File: config.mk
export PLATFORM = sky130hd
export DESIGN_NAME = czps_mac
export DESIGN_NICKNAME = d
export VERILOG_FILES = /design/src/rtl/czps_pkg.sv /design/src/rtl/czps_mac.sv
export SDC_FILE = /design/constraint.sdc
export NUM_CORES = 2
export LEC_CHECK = 0
export BUFFER_PORTS_ARGS = -buffer_cell sky130_fd_sc_hd__clkbuf_2
export CELL_PAD_IN_SITES_DETAIL_PLACEMENT = 1
export CELL_PAD_IN_SITES_GLOBAL_PLACEMENT = 1
export CORE_ASPECT_RATIO = 0.9
export CORE_MARGIN = 8
export CORE_UTILIZATION = 54
export DETAILED_ROUTE_END_ITERATION = 16
export PLACE_DENSITY = 0.95
export REMOVE_ABC_BUFFERS = 1
export SYNTH_ARGS = -nofsm -noshare
export SYNTH_HDL_FRONTEND = slang
export SYNTH_SLANG_ARGS = --single-unit
File: constraint.sdc
create_clock -name aclk -period 8.5 [get_ports aclk]
set_input_delay 1.7 -clock aclk [delete_from_list [all_inputs] [get_ports aclk]]
set_output_delay 1.7 -clock aclk [all_outputs]
set_load 0.02 [all_outputs]
File: src/rtl/czps_pkg.sv
package czps_pkg;

    localparam int CZPS_MAX_WIDTH   = 1024;
    localparam int CZPS_PIXEL_BITS  = 8;
    localparam int CZPS_KERNEL      = 3;
    localparam int CZPS_COEF_BITS   = 16;
    localparam int CZPS_ROW_BITS    = CZPS_KERNEL * CZPS_COEF_BITS;
    localparam int CZPS_WIDTH_BITS  = 11;
    localparam int CZPS_HEIGHT_BITS = 16;
    localparam int CZPS_VALUE_BITS  = 16;
    localparam int CZPS_INDEX_BITS  = 3;
    localparam int CZPS_FRAC_SHIFT  = 4;

    localparam logic [CZPS_ROW_BITS-1:0]    COEF_TOP_RESET = '0;
    localparam logic [CZPS_ROW_BITS-1:0]    COEF_MID_RESET = 48'h0000_1000_0000;
    localparam logic [CZPS_ROW_BITS-1:0]    COEF_BOT_RESET = '0;
    localparam logic [CZPS_WIDTH_BITS-1:0]  WIDTH_RESET    = 11'd1024;
    localparam logic [CZPS_HEIGHT_BITS-1:0] HEIGHT_RESET   = 16'd1024;

    localparam logic OP_PIXEL = 1'b0;
    localparam logic OP_FLUSH = 1'b1;

    typedef enum logic [CZPS_INDEX_BITS-1:0] {
        CFG_COEF_TOP = 3'd0,
        CFG_COEF_MID = 3'd1,
        CFG_COEF_BOT = 3'd2,
        CFG_WIDTH    = 3'd3,
        CFG_HEIGHT   = 3'd4
    } czps_cfg_index_t;

    typedef struct packed {
        logic row_top;
        logic row_bot;
        logic col_left;
        logic col_right;
        logic last;
    } czps_mask_t;

endpackage

File: src/rtl/czps_mac.sv
module czps_mac
    import czps_pkg::*;
#(
    parameter int PIXEL_BITS = CZPS_PIXEL_BITS,
    localparam int PW        = PIXEL_BITS + CZPS_COEF_BITS,
    localparam int SW        = PW + 2
) (
    input  logic                                         aclk,
    input  logic                                         aresetn,
    input  logic                                         ce,
    input  logic                                         in_res,
    input  czps_mask_t                                   in_mask,
    input  logic [CZPS_KERNEL-1:0][CZPS_KERNEL-1:0][PIXEL_BITS-1:0] window,
    input  logic [CZPS_KERNEL-1:0][CZPS_ROW_BITS-1:0]   coef_rows,
    output logic                                         out_res,
    output logic                                         out_last,
    output logic [CZPS_KERNEL-1:0][SW-1:0]              row_sum
);

    logic [CZPS_KERNEL-1:0][CZPS_KERNEL-1:0][PW-1:0] prod_next;
    logic [CZPS_KERNEL-1:0][CZPS_KERNEL-1:0][PW-1:0] prod_reg;
    logic [CZPS_KERNEL-1:0][SW-1:0]                  row_sum_next;
    logic [CZPS_KERNEL-1:0][SW-1:0]                  row_sum_reg;
    logic [CZPS_KERNEL-1:0]                          row_ok;
    logic [CZPS_KERNEL-1:0]                          col_ok;
    logic                                            res3_reg;
    logic                                            res4_reg;
    logic                                            last3_reg;
    logic                                            last4_reg;

    assign row_ok = {in_mask.row_bot, 1'b1, in_mask.row_top};
    assign col_ok = {in_mask.col_right, 1'b1, in_mask.col_left};

    always_comb begin
        for (int r = 0; r < CZPS_KERNEL; r++) begin
            for (int c = 0; c < CZPS_KERNEL; c++) begin
                if (row_ok[r] && col_ok[c]) begin
                    prod_next[r][c] = PW'(window[r][c])
                                    * PW'(coef_rows[r][c*CZPS_COEF_BITS +: CZPS_COEF_BITS]);
                end else begin
                    prod_next[r][c] = '0;
                end
            end
        end
    end

    always_comb begin
        for (int r = 0; r < CZPS_KERNEL; r++) begin
            row_sum_next[r] = SW'(prod_reg[r][0]) + SW'(prod_reg[r][1])
                            + SW'(prod_reg[r][2]);
        end
    end

    always_ff @(posedge aclk) begin
        if (!aresetn) begin
            res3_reg <= 1'b0;
            res4_reg <= 1'b0;
        end else if (ce) begin
            res3_reg <= in_res;
            res4_reg <= res3_reg;
        end
    end

    always_ff @(posedge aclk) begin
        if (ce) begin
            prod_reg    <= prod_next;
            last3_reg   <= in_mask.last;
            row_sum_reg <= row_sum_next;
            last4_reg   <= last3_reg;
        end
    end

    assign out_res  = res4_reg;
    assign out_last = last4_reg;
    assign row_sum  = row_sum_reg;

endmodule

==> metrics.md <==
| Metric | Value |
|---|---|
| Hold crit path type | reg2reg |
| Area of the multi-input gates | 38700 sq um |
| TritonRoute pass-1 iters | 6 |
| Post-Place Cells | 6789 |
| RSZ-0062 raised after global routing | no |
| CTS Hold Buffers Added | 0 |
| CP max stage cell | a41oi_1 |
| Critical path type | in2reg |
| Cell accounting for the most synthesized area | fa_1 |
| Avg WL per Cell | 25.4 microns |
| Die Wd | 342 microns |
| Die area | 106000 sq um |
| Final ANT Viol Nets | 0 |
| Layout Nets | 7098 |
| Post-DP HPWL | 135000 microns |
| Post-DP Area | 54400 sq um |
| Syn_area_per_cell | 9.68 sq um |
| P&R area growth vs syn | 7.63% |
| Ranking of synthesized cells by area | fa_1 32%, edfxtp_1 17%, and2_1 12% |
| Ys flop type | edfxtp_1 |
| Crit path max fanout | 16 |
| Switching Fraction | 54.3% |
| # rows | 107 |
| Number of synthesized flops with an enable pin | 296 |
| #FFs+latches synth | 298 |
| Sequential cell area fraction in the yosys report | 17.3% |
| CTS Root Buffer Type | clkbuf_16 |
| Routed WL | 174000 microns |
| Max cap viols | 0 |
| Crit path arrival time | 6620 ps |
| Die Span Y | 309 microns |
| Worst Max-Slew Pin Slew | 1190 ps |
| Vias | 41900 |
| Unique masters post-synth | 93 |
| Final setup viols | 0 |
| Post-route design area | 55600 sq um |
| Clock Sinks | 298 |
| Pwr per Cell Area | 389 nW/um^2 |
| Startpoint types | primary input |
| Fin crit share | 73.8% |
| Setup TNS | 0 ps |
| Top-area cell type share of the netlist area | 32.2% |
| Overflow after GRT | 0 |
| Ports | 305 |
| Status | finished clean |
| Max reg flops | 216 |
| Sequential share of power | 14.7% |
| Fmax | 159 MHz |
| P_int | 0.00988 W |
| Slew HR | 20.4% |
| Simple-gate portion of the synthesized area | 19.2% |
| CP Capture Type | flip-flop |
| Lkg Pwr | 27.1 nW |
| Clk slew on worst S/H paths | 60 ps |
| Most common cell in the netlist | and2_1 |
| Async SR Flop Fraction | 0% |
| Initial Util | 54.5% |
| Port Buf Inserts | 304 |
| Fin cells | 6865 |
| Num CTS Buffers | 39 |
| Vias in the first global route | 48600 |
| Comb power frac | 77.6% |
| # DRC | 0 |
| Final Skew | 19.0 ps |
| Max clock buf depth | 3 |
| Cells after Synth | 5334 |
| Compound-gate portion of the synthesized area | 9.12% |
| Critical path buffers and inverters | 3 |
| Most frequent CP cell | fa_1 |
| Fill cell count | 10600 |
| Synth Area in XOR/XNOR | 2.58% |
| Main combinational cell family by area after synthesis | adder cells |
| Clk pwr share | 7.7% |
| CTS tree | done |
| Global placer's final weighted congestion | 0.915 |
| Core Area | 94800 sq um |
| Top cells by count, synth | 980 x and2_1, 960 x inv_1, 831 x fa_1, 465 x ha_1, 331 x nand2_1 |
| DR vias/cell | 6.11 |
| Critical path required time | 8840 ps |
| Fin. max-slew vios | 0 |
| Ratio of cells with drive above 1 in the final layout | 7.73% |
| Crit-path cells | clkbuf_2, and2_1, fa_1, fa_1, fa_1, inv_1, fa_1, inv_1, ha_1, nor3_1, o211ai_1, a41oi_1, nand3b_1, o21ai_0, xor2_1, and2_1 |
| Max IR drop VDD | 0.309 mV |
| Highest cell delay on the worst timing path | 610 ps |
| Clock Latency Late Sink | 590 ps |
| Synth warn | 0 |
| Post-Synth Adder-Cell Area | 43.5% |
| Synth Cell Area | 51600 sq um |
| Post-CTS Setup Bufs | 0 |
| Global-route wire length before repair | 276000 microns |
| 1st-iter DRT viols | 3397 |
| Delay-heaviest family, CP | adder cells |
| Largest net degree at the start of global routing | 158 |
| Initial antenna violation count | 14 |
| Hold Fails Final Rpt | 0 |
| Mux share of post-synthesis cell area | 0.528% |
| Post-CTS sizing | 0 |
| # H-tree levels | 2 |
| Net switching power | 0.0117 W |
| Tmin final | 6280 ps |
| Gr usage total | 33.0% |
| Register Area | 8930 sq um |
[final cells by class]
cell class / count / share of cell area (%)
clock inverter: 23 / 0.322
timing repair buffer: 310 / 2.86
inverter: 961 / 6.49
tap: 1253 / 2.82
sequential: 298 / 16.1
clock buffer: 45 / 1.83
multi-input combinational: 3967 / 69.6
antenna: 8 / 0.0360
[cell families (layout without fill, tap and decap cells)]
family	count (synthesis)	after routing
other cells	0	8
fa+ha+maj	1296	1296
mux	27	27
compound gates	689	689
flops	298	298
buf+inv	1069	1339
simple gates	1803	1803
xor+xnor	152	152
[layout by cell type, fill, tap and decap left out, types with 10 or more instances in the layout]
master,Yosys,layout
a211o_1,10,10
a211oi_1,21,21
a21o_1,93,93
a21oi_1,178,178
a31oi_1,34,34
and2_1,980,980
and3_1,52,52
clkbuf_16,0,40
clkbuf_2,0,303
edfxtp_1,296,296
fa_1,831,831
ha_1,465,465
inv_1,960,960
mux2i_1,25,25
nand2_1,331,331
nand2b_1,30,30
nand3_1,48,48
nor2_1,179,179
nor2b_1,31,31
nor3_1,74,74
o211ai_1,25,25
o21a_1,45,45
o21ai_0,106,106
o21ai_1,15,15
o21bai_1,30,30
or2_2,15,15
or3_1,14,14
xnor2_1,90,90
xor2_1,62,62
[power by group through the flow]
stage / clock network, W / logic (W) / registers (W)
global placement: 0 / 0.0141 / 0.00314
CTS: 0.00168 / 0.0164 / 0.00316
finish: 0.00167 / 0.0168 / 0.00318
global route: 0.00171 / 0.0180 / 0.00321
detailed placement: 0 / 0.0158 / 0.00318
floorplan: 0 / 0.0107 / 0.00318
[per-stage QoR]
stage / hold WS (ps) / setup WS, ps / util, % / total power [W]
final: 421 / 2220 / 58.6 / 0.0216
after CTS: 426 / 2390 / 58.6 / 0.0212
after global placement: 405 / 2200 / 57.4 / 0.0173
after detailed placement: 414 / 1890 / 57.4 / 0.0190
after floorplan: 400 / 2660 / - / 0.0139
after global routing: 448 / 2050 / 58.6 / 0.0229
[layer usage]
layer / track usage [%] / vias up / share of wire [%]
met1: 38.6 / 21500 / 36
met5: 0 / - / 0.045
li1: - / 17500 / -
met3: 5.64 / 751 / 7.4
met4: 18.1 / 10 / 6.5
met2: 58.0 / 2139 / 50
[worst register-to-register path, cell delays in order (launching register included)]
cell and delay, ps:
edfxtp_1 460, fa_1 580, ha_1 180, inv_1 70
fa_1 480, nand2b_1 210, a21oi_1 280, o2111ai_1 210
a31oi_1 550, o21ai_0 340, o21ai_1 330, xor2_1 310
[worst paths after layout]
check | startpoint | end | slack, ps | cells after the start
setup / recovery | window[45] | prod_reg[138]$_SDFFCE_PN0P_ | 2220 | 16
hold / removal | last3_reg$_DFFE_PP_ | out_last$_DFFE_PP_ | 420 | 0
setup reg to reg | prod_reg[73]$_SDFFCE_PN0P_ | row_sum[49]$_DFFE_PP_ | 4310 | 11
hold reg to reg | last3_reg$_DFFE_PP_ | out_last$_DFFE_PP_ | 420 | 0
(Power assumes the default switching activity.)
